`src/tgfc_pkg.sv`:
```
// ----------------------------------------------------------------------------
// Terrain grid culler package
// Shared widths, register indexes and the types that travel between the
// modules of the terrain grid frustum culler.
// ----------------------------------------------------------------------------
package tgfc_pkg;

    // Payload widths.
    localparam int COORD_W     = 16;
    localparam int IDX_W       = 16;
    localparam int PLANE_W     = 64;
    localparam int COEF_W      = 16;
    localparam int PLANE_COUNT = 6;

    // Plane arithmetic: products are Q10.22, the offset and margin are
    // brought to 22 fraction bits by a shift of 14.
    localparam int PROD_W     = 2 * COEF_W;
    localparam int SUM_W      = PROD_W + 3;
    localparam int FRAC_SHIFT = 14;

    // Configuration port.
    localparam int CFG_IDX_W   = 3;
    localparam int CFG_DATA_W  = PLANE_W;
    localparam int GRID_W_BITS = 9;
    localparam int MARGIN_W    = 16;

    // Register indexes.
    localparam logic [CFG_IDX_W-1:0] REG_PLANE_RIGHT   = 3'd0;
    localparam logic [CFG_IDX_W-1:0] REG_PLANE_LEFT    = 3'd1;
    localparam logic [CFG_IDX_W-1:0] REG_PLANE_TOP     = 3'd2;
    localparam logic [CFG_IDX_W-1:0] REG_PLANE_BOTTOM  = 3'd3;
    localparam logic [CFG_IDX_W-1:0] REG_PLANE_FAR     = 3'd4;
    localparam logic [CFG_IDX_W-1:0] REG_PLANE_NEAR    = 3'd5;
    localparam logic [CFG_IDX_W-1:0] REG_GRID_WIDTH    = 3'd6;
    localparam logic [CFG_IDX_W-1:0] REG_INSIDE_MARGIN = 3'd7;

    // Reset values of the configuration registers.
    localparam logic [GRID_W_BITS-1:0] GRID_WIDTH_RESET = 9'd2;
    localparam logic [MARGIN_W-1:0]    MARGIN_RESET     = 16'hFF00;
    localparam int                     MIN_GRID_WIDTH   = 2;

    // Default for the largest supported row length.
    localparam int DEF_MAX_GRID_WIDTH = 256;

    // One triangle of vertex indices.
    typedef struct packed {
        logic [IDX_W-1:0] a;
        logic [IDX_W-1:0] b;
        logic [IDX_W-1:0] c;
        logic             last;
    } tgfc_tri_t;

    // Load request from the compute stage into the output buffer.
    typedef struct packed {
        logic load;
        logic first_ok;
        logic second_ok;
    } tgfc_emit_t;

    // Output buffer status seen by the pipeline.
    typedef struct packed {
        logic free;
        logic pend;
    } tgfc_obuf_stat_t;

endpackage

```
`src/tgfc_plane_eval.sv`:
```
// ----------------------------------------------------------------------------
// Plane side test
// Registers the three coordinate products and the offset of one plane, then
// sums them and compares against the margin to flag the vertex as outside.
// ----------------------------------------------------------------------------
module tgfc_plane_eval (
    input  logic                                clk,
    input  logic                                load,
    input  logic signed [tgfc_pkg::COORD_W-1:0] pos_x,
    input  logic signed [tgfc_pkg::COORD_W-1:0] pos_y,
    input  logic signed [tgfc_pkg::COORD_W-1:0] pos_z,
    input  logic [tgfc_pkg::PLANE_W-1:0]        plane,
    input  logic signed [tgfc_pkg::MARGIN_W-1:0] margin,
    output logic                                outside
);
    import tgfc_pkg::*;

    logic signed [COEF_W-1:0] coef_a;
    logic signed [COEF_W-1:0] coef_b;
    logic signed [COEF_W-1:0] coef_c;
    logic signed [COEF_W-1:0] coef_d;
    logic signed [PROD_W-1:0] prod_a_reg;
    logic signed [PROD_W-1:0] prod_b_reg;
    logic signed [PROD_W-1:0] prod_c_reg;
    logic signed [COEF_W-1:0] offset_reg;
    logic signed [SUM_W-1:0]  plane_val;
    logic signed [SUM_W-1:0]  limit;

    // Unpack the plane coefficients.
    assign coef_a = plane[COEF_W-1:0];
    assign coef_b = plane[2*COEF_W-1:COEF_W];
    assign coef_c = plane[3*COEF_W-1:2*COEF_W];
    assign coef_d = plane[4*COEF_W-1:3*COEF_W];

    // Product stage.
    always_ff @(posedge clk)
    begin
        if (load)
        begin
            prod_a_reg <= coef_a * pos_x;
            prod_b_reg <= coef_b * pos_y;
            prod_c_reg <= coef_c * pos_z;
            offset_reg <= coef_d;
        end
    end

    // Sum and compare, all exact in Q13.22.
    assign plane_val = SUM_W'(prod_a_reg) + SUM_W'(prod_b_reg) + SUM_W'(prod_c_reg)
                       + (SUM_W'(offset_reg) <<< FRAC_SHIFT);
    assign limit   = SUM_W'(margin) <<< FRAC_SHIFT;
    assign outside = (plane_val > limit);

endmodule

```
`config.mk`:
```
export PLATFORM = sky130hd
export DESIGN_NAME = tgfc_plane_eval
export DESIGN_NICKNAME = d
export VERILOG_FILES = /design/src/tgfc_pkg.sv /design/src/tgfc_plane_eval.sv
export SDC_FILE = /design/constraint.sdc
export NUM_CORES = 2
export LEC_CHECK = 0
export ABC_CLOCK_PERIOD_IN_PS = 6100
export BUFFER_PORTS_ARGS = -buffer_cell sky130_fd_sc_hd__buf_2
export CORE_UTILIZATION = 60
export DETAILED_ROUTE_END_ITERATION = 10
export PLACE_DENSITY_LB_ADDON = 0.08
export SLEW_MARGIN = 0
export SYNTH_ARGS = -nofsm -noshare
export SYNTH_HDL_FRONTEND = slang
export SYNTH_SLANG_ARGS = --single-unit
```
`constraint.sdc`:
```
create_clock -name clk -period 6.1 [get_ports clk]
set_clock_uncertainty 0.1 [all_clocks]
set_input_delay 0.61 -clock clk [delete_from_list [all_inputs] [get_ports clk]]
set_output_delay 0.61 -clock clk [all_outputs]
set_load 0.005 [all_outputs]
```
# == After elaboration in Yosys (flattened, before gate mapping) ==
# Cells that the tools add are included.
# classes
n_bitwise,0
n_reduce_logical,0
n_eq_ne,0
n_shift,0
add_sub_neg,3
n_mul,3
n_mux,0
n_div,0
order_cmp,1
# op_table
operator,count
$mul 16x16->32,3
$add 34x30->35,1
$gt 35x30->1,1
$add 33x32->34,1
$add 32x32->33,1
# totals
ram_bits,0
latch_bits,0
mem_count,0
ff_bits,112
inputBits,130
mem_bits_ro,0

# == Depth between registers and ports, before layout ==
# depth
word_depth,4
mapped_depth,25

# == Least setup slack after synthesis ==
# Ideal clock, no wire load.
# synth_timing
path_kind,input to register
startpoint,input port pos_y[1] in the netlist's numbering
endpoint,"register prod_b_reg[31], data pin"
t_required_ns,5.740
slack_ns,-0.449
t_arrival_ns,6.190
cell_stages,21
n_path_buf,1
cell_sequence,clkbuf_1 -> nand2_1 -> inv_1 -> fa_1 -> fa_1 -> fa_1 -> fa_1 -> fa_1 -> inv_1 -> fa_1 -> inv_1 -> ha_1 -> a21oi_1 -> o21ai_0 -> a2111oi_4 -> a211oi_2 -> o31a_1 -> o41ai_4 -> o21ai_1 -> a21oi_1 -> xnor2_1
# synth_between
elab_chain_len,1
# synth_rtl
element,line,rtl
"start, declared",tgfc_plane_eval.sv:10,"input logic signed [tgfc_pkg::COORD_W-1:0] pos_y,"
$mul 16x16->32,tgfc_plane_eval.sv:41,prod_b_reg <= coef_b * pos_y;
"end signal, assigned",tgfc_plane_eval.sv:41,
"end, declared",tgfc_plane_eval.sv:23,logic signed [PROD_W-1:0] prod_b_reg;
# No other way between the ends.
# A chain may end at the register's enable or synchronous reset.

# == Worst setup path after layout ==
# layout_timing
startpoint,register prod_a_reg[14]
endpoint,output port outside
# layout_between
elab_chain_len,4
# layout_rtl
element,line,rtl
"start, declared",tgfc_plane_eval.sv:22,logic signed [PROD_W-1:0] prod_a_reg;
"start signal, assigned",tgfc_plane_eval.sv:40,prod_a_reg <= coef_a * pos_x;
$add 32x32->33,tgfc_plane_eval.sv:48,assign plane_val = SUM_W'(prod_a_reg) + SUM_W'(prod_b_reg) + SUM_W'(prod_c_reg)
$add 33x32->34,tgfc_plane_eval.sv:48,
$add 34x30->35,tgfc_plane_eval.sv:49,+ (SUM_W'(offset_reg) <<< FRAC_SHIFT);
$gt 35x30->1,tgfc_plane_eval.sv:51,assign outside = (plane_val > limit);
"end, declared",tgfc_plane_eval.sv:14,output logic outside
# No other way between the ends.

==> out/qor.yml <==
syn_inst: 3825
hp-class: "primary input to flop"
clock-root-buffer: "clkbuf_16"
gp_congestion: 0.899
setup_viol: 1
clk_pin_slew_ps: 80
setup_ws_ps: -231
fin_setup_tns_ps: -231
cp-start-kind: "flop"
crit_path_max_fanout: 3
dieArea_mm2: 0.0617
synth_top_area_frac: 0.461
cts_sinks: 112
areaGrowthSynthToFinish_pct: 18.8
critPathKind: "flop to primary output"
maxSlewViolCount: 0
place_hpwl_um: 72400
gr-usage-all-layers: 0.287
period_share: 1.04
worstSetupEndpointType: "primary output"
status: "finished, violations left"
yosysMostFrequentCell: "inv_1"
synth_flop_cell: "edfxtp_1"
dr_wl_met2_um: 43300
grt-ovfl-total: 0
portBuffers: 130
syn_area_per_cell_um2: 9.52
drive_above_1_share: 0.198
synth_cell_type_count: 69
core_mm2: 0.0595
period_minus_slack_ps: 6330
pin_count: 131
ys_ff_latch: 112
top_layer: "met5"
rsz0062_at_grt: "true"
dr_total_vias: 26541
cts_tree: "yes"
yosysTopAreaCell: "fa_1"
drcViolationCount: 0
maxSlewHeadroom: 0.490
nets: 5628
syn_area_mm2: 0.0364
clockBufferDepth: 2
grt_pass1_vias: 28713
antenna_left: 0
detail_route.wirelength_um: 83000
numCtsBuffers: 9
synth-edff-count: 112
num_rows: 89
max_freq_mhz: 158
grt_pass1_wl_um: 139000
cts_htree_levels: 3
die_x_um: 248
cp.arrival_ps: 5620
cp.required_ps: 5390
worst_pin_slew_ps: 757
ys_seq_area_frac: 0.0923
met3WireLength_um: 3390
violations: "negative setup slack"
wl_per_cell_um: 16.2
detail_route.first_pass.iterations: 5
ys_top_cells_by_area: "fa_1 46%, ha_1 11%, inv_1 11%"
hold_violations: 0
grt_max_degree: 62
wl_met1_um: 34200
yosys_warnings: 0
syn_nets: 5105
grt_antenna_before_repair: 4
drtIter0Drc: 1182
synth_commonest_cells: "1031 x inv_1, 838 x fa_1, 411 x nand2_1, 370 x and2_1, 312 x ha_1"
synth-async-reset-ratio: 0
avgViaCountPerCell: 5.17
maxCapViolations: 0
dieHeight_um: 248
start_util: 0.612
## per-stage QoR
stage               setup WS (ps)  hold slack [ps]  utilization  std cells  area (um2)
global route                 -509              290        0.727       5128       43300
floorplan                   -83.2              609            -       3825       36900
finish                       -231              310        0.728       5129       43300
CTS                          -149              298        0.706       5113       42000
global placement             -480              689        0.695       5072       41300
detailed placement           -510              688        0.695       5072       41300
## layout make-up
class	instances	area, um2
Antenna cell	3	7.51
Clock buffer	9	225
Clock inverter	7	61.3
Fill cell	4498	16200
Inverter	1031	3870
Multi-Input combinational cell	2583	30000
Sequential cell	112	3360
Tap cell	773	967
Timing Repair Buffer	611	4720
## worst paths after layout
check / end / startpoint / depth (start not counted) / slack, ps
min: offset_reg[2] / plane[50] / 1 / 310
max: outside / prod_a_reg[14] / 25 / -230
## cell usage in the layout, fill, tap and decap left out, types with 83 or more instances in the layout
master       n
inv_1     1008
fa_1       818
buf_4      457
nand2_1    398
and2_1     341
ha_1       278
edfxtp_1   112
xnor2_1    104
nor2_1      86
buf_2       83
## worst max-delay path, cell delays in order (launching register included)
cell	delay, ps
edfxtp_1	340
inv_1	80
fa_2	560
inv_1	50
fa_1	520
ha_4	210
and3_1	150
buf_4	140
nand2_1	90
nor2_1	80
a211oi_2	180
buf_4	170
a211oi_4	70
o31ai_4	260
o211ai_1	180
o41ai_2	390
xnor2_1	130
ha_1	310
nand4_1	200
nor2_4	260
nand2_4	80
nor3_4	120
o2111ai_2	160
nor4_4	220
a21oi_4	120
buf_2	140
## layer usage
metal	GRT usage	vias to the layer above
met4	0.0685	2
met3	0.0290	119
met1	0.379	13499
met2	0.508	544
met5	0	-
li1	-	12377
## kinds of logic (layout without fill, tap and decap cells)
kind of cell,after synthesis,after routing,synth area share
adder cells (fa/ha/maj),1150,1150,0.568
buffers and inverters,1130,1658,0.116
AND/OR/NAND/NOR,991,991,0.135
AO/OA/AOI/OAI,311,311,0.0568
XOR/XNOR,130,130,0.0313
flip-flops,112,112,0.0923
multiplexers,1,1,0.000275
other,0,3,0
## what timing repair did
item | CTS | global route
endpoints found under the setup margin | 7 | 31
gates resized for setup | 44 | 325
pin swaps | 35 | 161
setup buffers | 27 | 19
gates cloned | 0 | 1
hold buffers | 0 | 0
Power is not shown: default switching activity piles up to over one toggle a cycle in this logic, so the estimate is an artifact.
