<file path="src/tgfc_pkg.sv">
// ----------------------------------------------------------------------------
// Terrain grid culler package
// Shared widths, register indexes and the types that travel between the
// modules of the terrain grid frustum culler.
// ----------------------------------------------------------------------------
package tgfc_pkg;

    // Payload widths.
    localparam int COORD_W     = 16;
    localparam int IDX_W       = 16;
    localparam int PLANE_W     = 64;
    localparam int COEF_W      = 16;
    localparam int PLANE_COUNT = 6;

    // Plane arithmetic: products are Q10.22, the offset and margin are
    // brought to 22 fraction bits by a shift of 14.
    localparam int PROD_W     = 2 * COEF_W;
    localparam int SUM_W      = PROD_W + 3;
    localparam int FRAC_SHIFT = 14;

    // Configuration port.
    localparam int CFG_IDX_W   = 3;
    localparam int CFG_DATA_W  = PLANE_W;
    localparam int GRID_W_BITS = 9;
    localparam int MARGIN_W    = 16;

    // Register indexes.
    localparam logic [CFG_IDX_W-1:0] REG_PLANE_RIGHT   = 3'd0;
    localparam logic [CFG_IDX_W-1:0] REG_PLANE_LEFT    = 3'd1;
    localparam logic [CFG_IDX_W-1:0] REG_PLANE_TOP     = 3'd2;
    localparam logic [CFG_IDX_W-1:0] REG_PLANE_BOTTOM  = 3'd3;
    localparam logic [CFG_IDX_W-1:0] REG_PLANE_FAR     = 3'd4;
    localparam logic [CFG_IDX_W-1:0] REG_PLANE_NEAR    = 3'd5;
    localparam logic [CFG_IDX_W-1:0] REG_GRID_WIDTH    = 3'd6;
    localparam logic [CFG_IDX_W-1:0] REG_INSIDE_MARGIN = 3'd7;

    // Reset values of the configuration registers.
    localparam logic [GRID_W_BITS-1:0] GRID_WIDTH_RESET = 9'd2;
    localparam logic [MARGIN_W-1:0]    MARGIN_RESET     = 16'hFF00;
    localparam int                     MIN_GRID_WIDTH   = 2;

    // Default for the largest supported row length.
    localparam int DEF_MAX_GRID_WIDTH = 256;

    // One triangle of vertex indices.
    typedef struct packed {
        logic [IDX_W-1:0] a;
        logic [IDX_W-1:0] b;
        logic [IDX_W-1:0] c;
        logic             last;
    } tgfc_tri_t;

    // Load request from the compute stage into the output buffer.
    typedef struct packed {
        logic load;
        logic first_ok;
        logic second_ok;
    } tgfc_emit_t;

    // Output buffer status seen by the pipeline.
    typedef struct packed {
        logic free;
        logic pend;
    } tgfc_obuf_stat_t;

endpackage

</file>
<file path="src/tgfc_out_buf.sv">
// ----------------------------------------------------------------------------
// Triangle output buffer
// Holds the triangle on the output port and a second pending triangle when a
// vertex keeps both halves of its quad.
// ----------------------------------------------------------------------------
module tgfc_out_buf (
    input  logic                        clk,
    input  logic                        rst_n,
    input  tgfc_pkg::tgfc_emit_t        emit,
    input  tgfc_pkg::tgfc_tri_t         tri_first,
    input  tgfc_pkg::tgfc_tri_t         tri_second,
    input  logic                        out_stall,
    output logic                        out_valid,
    output tgfc_pkg::tgfc_tri_t         out_tri,
    output tgfc_pkg::tgfc_obuf_stat_t   stat
);
    import tgfc_pkg::*;

    logic      valid_reg;
    logic      valid_next;
    logic      pend_reg;
    logic      pend_next;
    tgfc_tri_t out_reg;
    tgfc_tri_t out_next;
    tgfc_tri_t pend_tri_reg;
    tgfc_tri_t pend_tri_next;
    logic      take;
    logic      free;

    // The buffer can take a new vertex when it is empty or empties this cycle.
    assign take = valid_reg && !out_stall;
    assign free = !valid_reg || (take && !pend_reg);

    always_comb
    begin
        valid_next    = valid_reg;
        pend_next     = pend_reg;
        out_next      = out_reg;
        pend_tri_next = pend_tri_reg;
        if (take && pend_reg)
        begin
            // Move the second triangle onto the port.
            out_next  = pend_tri_reg;
            pend_next = 1'b0;
        end
        else if (emit.load && free)
        begin
            valid_next    = emit.first_ok || emit.second_ok;
            pend_next     = emit.first_ok && emit.second_ok;
            out_next      = emit.first_ok ? tri_first : tri_second;
            pend_tri_next = tri_second;
        end
        else if (take)
        begin
            valid_next = 1'b0;
        end
    end

    // Control state.
    always_ff @(posedge clk or negedge rst_n)
    begin
        if (!rst_n)
        begin
            valid_reg <= 1'b0;
            pend_reg  <= 1'b0;
        end
        else
        begin
            valid_reg <= valid_next;
            pend_reg  <= pend_next;
        end
    end

    // Triangle payload.
    always_ff @(posedge clk)
    begin
        out_reg      <= out_next;
        pend_tri_reg <= pend_tri_next;
    end

    assign out_valid = valid_reg;
    assign out_tri   = out_reg;
    assign stat.free = free;
    assign stat.pend = pend_reg;

endmodule

</file>
<file path="config.mk">
export PLATFORM = sky130hd
export DESIGN_NAME = tgfc_out_buf
export DESIGN_NICKNAME = d
export VERILOG_FILES = /design/src/tgfc_pkg.sv /design/src/tgfc_out_buf.sv
export SDC_FILE = /design/constraint.sdc
export NUM_CORES = 1
export LEC_CHECK = 0
export BUFFER_PORTS_ARGS = -buffer_cell sky130_fd_sc_hd__buf_2
export CORE_AREA = 4 4 126 98
export CTS_CLUSTER_DIAMETER = 100
export DETAILED_ROUTE_END_ITERATION = 16
export DIE_AREA = 0 0 130 102
export PLACE_DENSITY = 0.71
export SETUP_SLACK_MARGIN = 0.05
export SLEW_MARGIN = 20
export SYNTH_ARGS = -nofsm -noshare
export SYNTH_HDL_FRONTEND = slang
export SYNTH_SLANG_ARGS = --single-unit
</file>
<file path="constraint.sdc">
create_clock -name clk -period 2.4 [get_ports clk]
set_input_delay 0.24 -clock clk [delete_from_list [all_inputs] [get_ports clk]]
set_output_delay 0.24 -clock clk [all_outputs]
set_load 0.005 [all_outputs]
</file>
-- Yosys cells after proc, flatten, opt, wreduce, memory -nomap -nowiden
Index checks and enable logic that the tools add are counted.
- bits in registers: 100
- bits of input ports: 104
- output and inout port bits: 52
- logic and storage cells: 32
- muxes and demuxes: 7
- bitwise logic cells: 1
- reductions and logical operators: 14
- operators with widths (cell ; count):
    two-way mux 49 bit ; 3
    logical AND 1 bit ; 5
    two-way mux 1 bit ; 4
    AND reduction 2 bit ; 2
    nonzero test 2 bit ; 2
    zero test 1 bit ; 3
    logical OR 1 bit ; 2
    NOT 1 bit ; 1

-- Logic depth before layout (Yosys ltp)
- depth in word-level cells: 7
- mapped depth: 5
- depth with buffers taken out: 4

-- Least setup slack after synthesis
OpenSTA, ideal clock, no wires.
- path type: reg2reg
- from: register valid_reg (netlist: out_valid)
- to: register out_reg, in the netlist out_tri[0], enable pin
- setup time: 0.408 ns
- arrival time: 1.948 ns
- required time: 1.992 ns
- path slack: 0.045 ns
- stages on the path, launching flop included: 6
- buffers on the path: 3
- clock period less this slack: 2.355 ns
- cell sequence: dfrtp_1 nand3b_1 buf_6 buf_6 buf_6 nand2_1
- longest elaborated chain between the ends: 5
- elaborated cells on any way between the ends: 7
- classes of those cells: 7 x reduce/logical
- ends and longest elaborated chain (what ; RTL line ; text):
    start: declaration ; tgfc_out_buf.sv:19 ; logic valid_reg;
    start signal: assignment ; tgfc_out_buf.sv:69 ; valid_reg <= valid_next;
    logical AND 1 bit ; tgfc_out_buf.sv:31 ; assign take = valid_reg && !out_stall;
    logical AND 1 bit ; tgfc_out_buf.sv:32 ; assign free = !valid_reg || (take && !pend_reg);
    logical OR 1 bit ; tgfc_out_buf.sv:32 ;
    logical AND 1 bit ; tgfc_out_buf.sv:46 ; else if (emit.load && free)
    nonzero test 2 bit (no line) * ; - ;
    end signal: assignment ; tgfc_out_buf.sv:77 ; out_reg <= out_next;
    end: declaration ; tgfc_out_buf.sv:23 ; tgfc_tri_t out_reg;
Mark *: on every way between the ends. The rest lies on a longest branch, timed or not.
A chain may end at the register's enable or synchronous reset.

==> results.cfg <==
[finish]
fin_area_mm2 = 0.00533
layout.nets = 537
fillers = 984
antennaDiodeCount = 0
layout-area-overhead-vs-synth_pct = 29.0
final_util_pct = 47.4
multi_input_area_mm2 = 0.00100
layout-drive-gt1-share_pct = 43.2
seqCellArea_mm2 = 0.00299

[placement]
dpl.hpwl_um = 6490
port_buffers = 155
gp_congestion = 0.732
placed_cell_area_mm2 = 0.00502

[sta]
min_period_over_period_pct = 63.2
slew_headroom_pct = 63.3
slew_violations = 0
fin_skew_ns = 0.00569
post-route-min-period_ns = 1.52
max_freq_mhz = 659
rsz0062_at_grt = false
timing_worst_slew_pin_value_ns = 0.551
setup_viol = 0
final.setup.tns_ns = 0
hold_viol_final = 0

[logic_synthesis]
synth_ff_type = edfxtp_1
synthArstFlopShare_pct = 2.00
synth_edf_count = 98
synth_cell_type_count = 15
ys_seq_elements = 100
syn_inst = 276
ys_top_cells_by_count = 98 x edfxtp_1, 49 x mux2i_1, 49 x nor2_1
synth.avg_cell_area_um2 = 15.0
synth_top_area_share_pct = 71.3
ys_seq_area_share_pct = 72.5
yosys.area.top_type = edfxtp_1
synth.area.top_cells = edfxtp_1 71%, mux2i_1 12%, a21oi_1 4.8%
ys_warn_count = 0
netlist_area_mm2 = 0.00413
yosysMostFrequentCell = edfxtp_1
synth_fp_nets = 380

[clocking]
cts_resized = 0
cts_tree = done
htreeDepth = 3
worstSkewPairLatency_ns = 0.34
cts_hold_buf = 1
cts_buffers = 9
clk_pin_slew_ns = 0.07
post-cts-setup-buffers = 0
clkSinkCount = 100
cts.path.max_buffers = 2
cts_root_buf = clkbuf_16

[worst_setup_path]
endpoint_kind = register
arrival_ns = 1.58
critPathSlowestCell = buf_4
cp.required_ns = 2.46
worst-setup-path-type = register to register
crit_fanout = 54
crit_family = buffers and inverters
worst-path-buf-inv = 1
crit_chain = nand3b_1 > buf_4 > a21oi_1
cpPeakStageDelay_ns = 0.49
worstSetupStartpointType = register

[floorplan]
dieArea_mm2 = 0.0133
coreArea_mm2 = 0.0112
fp.dieW_um = 130
io_pins = 156
die_h_um = 102
start_util_pct = 36.8
num_rows = 34

[global_route]
grt.total_usage_pct = 12.9
grt_pass1_vias = 2680
antenna_found_initial = 1
grt_max_degree = 55
grt_pass1_wl_um = 13100
overflow = 0

[drt]
drt_iter0_markers = 156
num_vias = 2696
wl_per_cell_um = 15.4
detail_route.drc_violations = 0
viasPerCell = 4.63
wl_um = 8940
drtAntennaViolNets = 0
firstDrtPassIters = 4

[pwr]
p_leak_uw = 0.00225
power_density_mw_per_mm2 = 754
peakVddDrop_mv = 0.355

[min_path]
hp-class = primary input to register

[run]
timing.max_cap.violations = 0

[outcome]
status = finished, final reports clean
## power by group
part / internal (uW) / switching, uW
Clock: 806 / 612
Sequential: 2110 / 41.7
Combinational: 205 / 244
Total: 3120 / 897
## logic make-up (layout without fill, tap and decap cells)
| group | count (synthesis) | count (layout) | share of synthesized area, % |
|---|---|---|---|
| AOI/OAI and AO/OA | 53 | 53 | 7.36 |
| DFF | 100 | 100 | 72.5 |
| buffers and inverters | 20 | 182 | 3.27 |
| muxes | 49 | 49 | 11.9 |
| and+or+nand+nor | 54 | 54 | 5.00 |
## stage by stage
step	setup slack, ns	cells	total power (uW)	hold WS, ns
CTS	0.871	582	4080	0.0678
detailed placement	0.887	565	2650	0.0295
global route	0.771	582	4190	0.0708
global placement	0.913	565	2630	0.0244
finish	0.883	582	4020	0.0884
floorplan	0.332	276	2410	-0.0556
## cell type report
cell class	instances	share of cell area, %
clock buffers	10	4.30
clock inverters	6	1.22
inverters	1	0.0705
multi-input cells	156	18.8
flip-flops and latches	100	56.2
well taps	144	3.38
repair buffers	165	16.0
## final timing paths
check	from	to	slack, ns	cells past startpoint
hold reg to reg	pend_reg$_DFFE_PN0P_	pend_reg$_DFFE_PN0P_	0.56	1
setup reg to reg	out_valid$_DFFE_PN0P_	out_tri[24]$_DFFE_PP_	0.88	3
hold / removal	tri_second[28]	pend_tri_reg[28]$_DFFE_PP_	0.09	1
setup / recovery	out_valid$_DFFE_PN0P_	out_tri[24]$_DFFE_PP_	0.88	3
min in group asynchronous	rst_n	out_valid$_DFFE_PN0P_	0.21	2
max in group asynchronous	rst_n	pend_reg$_DFFE_PN0P_	2.09	2
## cells in the final DEF, fill, tap and decap left out
| cell type | netlist | layout |
|---|---|---|
| buf_2 | 9 | 155 |
| edfxtp_1 | 98 | 98 |
| mux2i_1 | 49 | 49 |
| nor2_1 | 49 | 49 |
| a21oi_1 | 40 | 40 |
| a21oi_2 | 9 | 9 |
| clkbuf_16 | 0 | 9 |
| buf_4 | 7 | 9 |
| nand2_1 | 4 | 3 |
| clkinvlp_4 | 0 | 3 |
| o21ai_0 | 2 | 2 |
| dfrtp_1 | 2 | 2 |
| nand3b_1 | 1 | 1 |
| o21ai_1 | 1 | 1 |
| nand2_2 | 0 | 1 |
| inv_2 | 0 | 1 |
| a32o_1 | 1 | 1 |
| clkinv_4 | 0 | 1 |
| bufinv_16 | 0 | 1 |
| clkinv_1 | 0 | 1 |
| clkbuf_1 | 0 | 1 |
| dlygate4sd3_1 | 0 | 1 |
## routing by layer
metal	track usage (%)	up-vias	wire length [um]
met5	0	-	13
met4	4.23	2	97
met3	4.60	12	791
met2	21.5	105	4260
met1	15.9	1241	3770
li1	-	1336	-
Note: power is estimated with default switching activity, not from simulation.
