$ cat config.mk
export PLATFORM = sky130hd
export DESIGN_NAME = tgfc_ram
export DESIGN_NICKNAME = d
export VERILOG_FILES = /design/src/tgfc_ram.sv
export SDC_FILE = /design/constraint.sdc
export NUM_CORES = 1
export LEC_CHECK = 0
export BUFFER_PORTS_ARGS = -buffer_cell sky130_fd_sc_hd__buf_2
export CAP_MARGIN = 20
export CELL_PAD_IN_SITES_DETAIL_PLACEMENT = 1
export CELL_PAD_IN_SITES_GLOBAL_PLACEMENT = 2
export CORE_MARGIN = 5
export CORE_UTILIZATION = 35
export CTS_BUF_LIST = sky130_fd_sc_hd__clkbuf_8
export CTS_CLUSTER_SIZE = 10
export DETAILED_ROUTE_END_ITERATION = 8
export GPL_ROUTABILITY_DRIVEN = 0
export HOLD_SLACK_MARGIN = 0.1
export PLACE_DENSITY_LB_ADDON = 0.15
export SETUP_SLACK_MARGIN = 0.4
export SLEW_MARGIN = 20
export SYNTH_ARGS = -nofsm -noshare
export SYNTH_HDL_FRONTEND = slang
export SYNTH_SLANG_ARGS = --single-unit
export TNS_END_PERCENT = 30
$ cat constraint.sdc
create_clock -name clk -period 4.74 [get_ports clk]
set_input_delay 0.948 -clock clk [delete_from_list [all_inputs] [get_ports clk]]
set_output_delay 0.948 -clock clk [all_outputs]
set_load 0.01 [all_outputs]
$ cat src/tgfc_ram.sv
// ----------------------------------------------------------------------------
// Generic single-port-write RAM
// One write port and one read port with registered read data. A read of the
// address being written in the same cycle returns the old contents.
// ----------------------------------------------------------------------------
module tgfc_ram #(
    parameter int WIDTH = 1,
    parameter int DEPTH = 256
) (
    input  logic                     clk,
    input  logic                     we,
    input  logic [$clog2(DEPTH)-1:0] waddr,
    input  logic [WIDTH-1:0]         wdata,
    input  logic                     re,
    input  logic [$clog2(DEPTH)-1:0] raddr,
    output logic [WIDTH-1:0]         rdata
);

    logic [WIDTH-1:0] mem_reg [DEPTH];
    logic [WIDTH-1:0] rdata_reg;

    // Storage and registered read.
    always_ff @(posedge clk)
    begin
        if (we)
        begin
            mem_reg[waddr] <= wdata;
        end
        if (re)
        begin
            rdata_reg <= mem_reg[raddr];
        end
    end

    assign rdata = rdata_reg;

endmodule

* After elaboration in Yosys (flattened, before gate mapping)
Memory sizes are Yosys's and may differ from the RTL's. A register that Yosys moved wholly into a read port is not among the register bits. Index checks and enable logic that the tools add are counted.
Storage, ports and cells: flip-flop bits (word level) 0, bits in latches 0, RAM bits 256, memory bits (read-only) 0, bits of input ports 20, output and inout bits 1, memories kept 1
Memory list:
- mem_reg | depth 256, width 1, rd ports 1, clocked after Yosys merged registers in 1, write ports 1, RTL line 19 | logic [WIDTH-1:0] mem_reg [DEPTH];
Operators by class: add/subtract/negate cells 0, multiply operators 0, div/mod/pow operators 0, $lt $le $gt $ge 0, eq/ne operators 0, shifts and indexed selects 0, muxes and demuxes 2, bitwise gates (word level) 0, reductions and logical operators 0
Operators by type and width (number):
- 1-bit 2-to-1 mux | 2

* Depth between registers and ports, before layout
Gate-level depths: netlist of run 1.
depth after elaboration 2, gate-level depth with buffers 10

* Worst setup path after synthesis of run 1
Ideal clock, no wire load.
path kind input port to flip-flop, from input port raddr[0], to register rdata_reg, in the netlist rdata (read register of mem_reg) (data pin), library setup time 267 ps, arrival 2594 ps, path slack 1879 ps, stages on the path 8, buffers on the path 2, cell sequence buf_6 > buf_6 > mux4_2 > mux4_2 > mux2i_1 > o22ai_1 > a21oi_1 > a22oi_1
RTL lines:
- start: declaration | RTL line 15 | input logic [$clog2(DEPTH)-1:0] raddr,
- end: declaration | RTL line 20 | logic [WIDTH-1:0] rdata_reg;

==> results of run 1 <==
## layout by cell type (no fill, tap or decap), types with 2 or more instances in the layout
cell	n
a311oi_1	2
a22oi_1	8
clkbuf_8	48
nor3_1	3
nor4_1	5
mux2i_1	51
o21ai_0	2
a31oi_1	3
a2111oi_0	2
a21oi_1	2
clkinv_1	4
nand3_2	3
o22ai_1	23
mux4_2	42
nand2_1	23
buf_4	8
nor2b_1	9
edfxtp_1	257
inv_1	19
clkinv_2	7
buf_2	17
nand3_1	9
nor2_1	268
nand3b_1	3
a22o_1	6
## layer usage
layer	wire [um]	share of wire (%)
met3	1230	4.1
met4	642	2.1
met5	0	0
met1	13200	44
met2	15200	50
## stage by stage
step                std cells  utilization [%]  hold WS, ns  instance area, sq um  total power, W
global route             1239             39.3        0.599                 12400         0.00482
floorplan                 788                -        0.891                 11100         0.00270
finish                   1239             39.3        0.642                 12400         0.00461
global placement         1160             36.6         1.04                 11500         0.00280
CTS                      1238             39.2        0.599                 12300         0.00468
detailed placement       1160             36.7         1.02                 11500         0.00281
## kinds of logic after synthesis
kind of cell    count (synthesis)
compound gates                 50
buf+inv                        57
flops                         257
mux                            94
simple gates                  330
## final cells by class
type	instances	area share, %
Clock buffer	47	5.23
Clock inverter	31	1.26
Sequential cell	257	62.4
Inverter	1	0.0304
Timing Repair Buffer	27	1.41
Multi-Input combinational cell	474	25.6
Tap cell	402	4.07
## power by group through the flow
stage | logic, W | registers, W | clock network, W
4_1_cts | 0.000255 | 0.00251 | 0.00191
3_3_place_gp | 0.000247 | 0.00256 | 0
6_report | 0.000251 | 0.00251 | 0.00185
5_1_grt | 0.000272 | 0.00251 | 0.00203
2_1_floorplan | 0.000148 | 0.00256 | 0
3_5_place_dp | 0.000254 | 0.00256 | 0
## how the worst max path moves through the flow
stage / from / to
2_1_floorplan: raddr[0] / rdata
3_3_place_gp: raddr[0] / rdata
3_5_place_dp: raddr[0] / rdata
4_1_cts: raddr[0] / rdata
5_1_grt: raddr[0] / rdata
6_report: raddr[0] / rdata
## critical path, delay by kind of cell
kind,cells,cell delay [ns]
buf+inv,2,0.99
mux,1,0.55
compound gates,4,0.60
simple gates,1,0.19
==> results.md, run 1 <==
- Sequential cell area: around 7700 sq um
- Maximum clock frequency: about 330 MHz
- Worst hold-check path type: in2reg
- PD cells: 373 nW/um^2
- RR Endpoint: rdata
- Vias per cell: 5.32
- Clk buf depth: 3
- FF-to-FF Start: mem_reg[11]
- Antenna-violating nets left: 0
- Final Max Tran Viols: 0
- Synth unique cells: 34
- Hold path start: re
- Clock-pin slew on the worst setup and hold paths: approximately 0.060 ns
- Switching power: approximately 0.0011 W
- Worst slew pin tran: 1.14 ns
- TritonCTS clock tree: yes
- Slowest CP cell: buf_4
- Cell Rows: 65
- Post-Route WL: about 30000 um
- Critical-path cell list: buf_4, buf_4, mux4_2, a22o_1, nor4_1, a2111oi_0, a21oi_1, a22oi_1
- Post-synth EDFFs: around 260
- Critical Path Sink Type: flip-flop
- GR peak layer: met2
- GRT met3 Usage: ~3.1%
- GR Util met1: about 22%
- Max Cap Viol: 0
- DRC viols: 0
- Number of global-route vias before repair: just over 7k
- Mean Syn Cell Area: about 14 sq um
- Flip-flop and latch count after synthesis: 257
- Initial Util: roughly 35%
- Period Utilization, post-route: 63.9%
- CP max FO: 37
- Multi-input gate area: approximately 3200 sq um
- Sequential power share: between 50% and 60%
- Die Wd: 188 um
- Ant diodes: 0
- Top cells by area, synth: edfxtp_1, nor2_1, mux4_2, mux2i_1, clkbuf_1
- Synth Area in Adders: 0%
- Fill cells: between 3k and 4k
- FF-to-FF setup slack: between 2 and 2.5 ns
- Most frequent CP cell: buf_4
- Die area: approximately 35000 sq um
- Area of the mapped netlist: about 11000 sq um
- Via count: between 6k and 7k
- Reg2Reg Depth: 6
- Post-CTS setup buffer count: 0
- Hold Crit Endpoint: rdata
- H-Tree Depth: 2
- Mapped Cells: 788
- Worst setup SP type: primary input
- Most common flop cell mapped by yosys: edfxtp_1
- Worst skew pair latency: 0.55 ns
- Worst EP arrival: ~3.3 ns
- Net Count, Synth: between 800 and 900
- Dominant cell type by area after synthesis: edfxtp_1
- Drt pass-1 iters: 4
- Crit path time final: 3.03 ns
- Net Sw Frac: a little under a quarter
- GRT Util Overall: between 10% and 20%
- Largest family of logic cells by synthesized area: multiplexers
- Pint: around 0.0036 W
- Async SR Flop Fraction: 0%
- Antenna violations before repair: 0
- I/O pin count: 21
- Static Leak: between 3 and 4 nW
- DR WL/cell: between 20 and 25 um
- Global route overflow: 0
- Yosys warnings: 0
- Slowest stage delay, CP: 0.55 ns
- TritonCTS buffer count: 46
- Number of I/O port buffers: 20
- Synth Area in Compound Gates: under 10%
- Height of the die: roughly 190 um
- M2 GR Usage: ~30%
- Final clock skew: roughly 0.013 ns
- Share of layout cells above drive strength 1: between 10% and 20%
- Top-area cell type share of the netlist area: 69.3%
- Crit path required time: around 5.0 ns
- Clock power share: 40.2%
- Top-count cell post-synth: nor2_1
- Worst hold path stage count: 1
- CTS resizes: 0
- Synth Area in XOR/XNOR: 0%
- First-pass GRT wire length: between 40000 and 50000 um
- Area Overhead vs Synth: 11.0%
- Combinational share of power: approximately 5.4%
- Layout net count: between 800 and 900
- DP HPWL: between 15000 and 20000 um
- Slew margin rel.: between 20% and 30%
- Status: finished, final reports clean
- Number of flip-flops in the largest register: ~260
- Top cells by count, synth: nor2_1, edfxtp_1, mux2i_1, mux4_2, clkbuf_1
- CTS Hold Bufs: 0
- Sinks on the clock net: between 200 and 300
- Setup TNS: 0 ns
- Final worst setup slack: 1.71 ns
- Mux cell area share after synthesis: roughly an eighth
- Core Footprint: about 31000 sq um
- Crit Path Category: in2reg
- Root buf cell: clkbuf_8
- Initial drt markers: 460
- Seq/Total Area, Yosys: ~70%
- Final setup viols: 0
- Largest net degree at the start of global routing: about 180
- Fin. Hold Viols: 0
- Simple-Gate Fraction of Synth Area: a little under an eighth
- Maximum VDD drop: 0.167 mV
- Pre-CTS setup slack: 1.06 ns
- RSZ-0062 raised after global routing: no
(Power assumes the default switching activity.)
==> run 2: changes to the inputs <==
==> constraint.sdc (replaced) <==
create_clock -name clk -period 2.95 [get_ports clk]
set_input_delay 0.59 -clock clk [delete_from_list [all_inputs] [get_ports clk]]
set_output_delay 0.59 -clock clk [all_outputs]
set_load 0.01 [all_outputs]
==> results.md, run 2 (synthesis results as in run 1) <==
- Area Overhead vs Synth: 13.1%
- Final clock skew: 0.0157 ns (+0.00310 ns)
- Post-CTS setup buffer count: 0 (unchanged)
- Worst hold-check path type: in2reg
- Worst hold path stage count: 1 (unchanged)
- FF-to-FF setup slack: 0.69 ns (-1.77 ns)
- Die Wd: 188 um (unchanged)
- TritonCTS buffer count: 47 (+2.2%)
- Commonest non-fill, non-tap cell in the layout: nor2_1
- TritonCTS clock tree: yes
- Layout Utilization: 40.0% (+0.74 points)
- Initial drt markers: 422 (-8.3%)
- Crit path required time: 3.23 ns (-1.78 ns)
- Global route overflow: 0 (unchanged)
- Drt pass-1 iters: 4 (unchanged)
- Fill cells: 3269 (+1.5%)
- Maximum clock frequency: between 400 and 500 MHz
- DP HPWL: 18000 um (+0.61%)
- Antenna-violating nets left: 0 (unchanged)
- Root buf cell: clkbuf_8
- Share of layout cells above drive strength 1: 17.5% (+2.0 points)
- Antenna violations before repair: 0 (unchanged)
- Slew margin rel.: 47.4% (+24 points)
- Max Cap Viol: 0 (unchanged)
- Combinational share of power: 5.8% (+0.4 points)
- Sequential power share: 54.6% (+0.2 points)
- Crit path time final: between 2 and 2.5 ns
- Switching power: 0.00169 W (+59%)
- Crit Path Category: in2reg
- Worst setup SP type: primary input
- Die area: 35500 sq um (unchanged)
- Pint: 0.00569 W (+60%)
- Clock-pin slew on the worst setup and hold paths: 0.05 ns (about the same)
- Sequential cell area: 7720 sq um (unchanged)
- Static Leak: 3.94 nW (+3.1%)
- Hold path start: re
- Worst EP arrival: 2.60 ns (-0.70 ns)
- RR Endpoint: rdata
- H-Tree Depth: 2 (unchanged)
- Post-Layout Cell Count: 1267 (+2.3%)
- Worst slew pin tran: 0.787 ns (-0.354 ns)
- CP max FO: 20 (-46%)
- CTS Hold Bufs: 0 (unchanged)
- Layout net count: 856 (+3.5%)
- Number of global-route vias before repair: 7182 (+0.38%)
- Vias per cell: 5.31 (-0.13%)
- Ant diodes: 0 (unchanged)
- RSZ-0062 raised after global routing: no
- Pre-CTS setup slack: 0.0201 ns (-1.04 ns)
- Initial Util: 35.4% (unchanged)
- CP startpoint: raddr[1]
- PD cells: 586 nW/um^2 (+57%)
- Number of flip-flops in the largest register: 256 (unchanged)
- Hold Crit Endpoint: rdata
- Post-Place Cells: 1189 (+2.5%)
- Post-Route WL: 29900 um (-1.2%)
- Period Utilization, post-route: between 70% and 80%
- CTS resizes: 0 (unchanged)
- GRT Util Overall: 16.7% (-0.36 points)
- Final worst setup slack: 0.623 ns (-1.09 ns)
- Core Footprint: 31500 sq um (unchanged)
- Fin. Hold Viols: 0 (unchanged)
- Most frequent cells in the layout: nor2_1, edfxtp_1, mux2i_1, clkbuf_8, mux4_2
- First-pass GRT wire length: 44500 um (-2.2%)
- Net Sw Frac: 22.9% (-0.071 points)
- Final setup viols: 0 (unchanged)
- DRC viols: 0 (unchanged)
- Via count: 6733 (+2.1%)
- Number of I/O port buffers: 20 (unchanged)
- DR WL/cell: 23.6 um (-3.4%)
- Largest net degree at the start of global routing: 92 (-49%)
- Clock power share: 39.5% (-0.7 points)
- Multi-input gate area: 3140 sq um (-0.48%)
- Final Max Tran Viols: 0 (unchanged)
- Setup TNS: 0 ns (unchanged)
- Critical Path Sink Type: flip-flop
- I/O pin count: 21 (unchanged)
- Reg2Reg Depth: 6 (unchanged)
- Maximum VDD drop: 0.273 mV (+63%)
- Status: finished, final reports clean
- Clk buf depth: 3 (unchanged)
- Cell Rows: 65 (unchanged)
- Height of the die: 188 um (unchanged)
- FF-to-FF Start: mem_reg[195]
- Sinks on the clock net: 257 (unchanged)
- Worst skew pair latency: 0.54 ns (about the same)
-- run 2: changes by cell type in the layout (fill, tap and decap cells not counted), moves of 4 or more --
cell / delta
inv_1: -4
clkinv_1: +7
buf_12: +5
buf_4: +24
-- run 2: layer usage --
layer  part of all wire [%]  up-vias  GRT usage, %  wire length (um)
met5                      0        -             0                 0
li1                       -     3012             -                 -
met1                     44     3554          21.7             13100
met4                    2.5        0          4.82               743
met2                     50      115          29.0             14900
met3                    3.9       52          2.76              1160
-- run 2: worst max-delay path by stage --
stage | endpoint | cells past startpoint
2_1_floorplan | rdata | 8
3_3_place_gp | rdata | 8
3_5_place_dp | rdata | 8
4_1_cts | rdata | 8
5_1_grt | rdata | 9
6_report | rdata | 8
-- run 2: critical path, cell delays in order --
cell and delay [ns]:
buf_4 0.27, buf_12 0.22, mux4_2 0.35, mux4_2 0.48, mux2i_1 0.19, o22ai_1 0.15, a21oi_1 0.23, a22oi_1 0.09
-- run 2: power by group through the flow --
stage          logic (W)  registers, W  clock network, W
2_1_floorplan   0.000239       0.00411                 0
3_3_place_gp    0.000427       0.00411                 0
3_5_place_dp    0.000437       0.00411                 0
4_1_cts         0.000437       0.00403           0.00301
5_1_grt         0.000464       0.00403           0.00318
6_report        0.000431       0.00403           0.00292
-- run 2: layout make-up --
type | count | share of cell area [%]
clock buffer | 49 | 5.36
clock inverter | 29 | 0.904
inverter | 1 | 0.0298
multi-input combinational | 474 | 25.0
sequential | 257 | 61.3
tap | 402 | 3.99
timing repair buffer | 55 | 3.47
-- run 2: through the flow --
step,hold slack (ns),instance area (sq um),power (W)
after detailed placement,0.812,11800,0.00454
final,0.270,12600,0.00738
after CTS,0.240,12600,0.00748
after global routing,0.244,12600,0.00767
after global placement,0.830,11800,0.00453
after floorplan,0.689,11100,0.00435
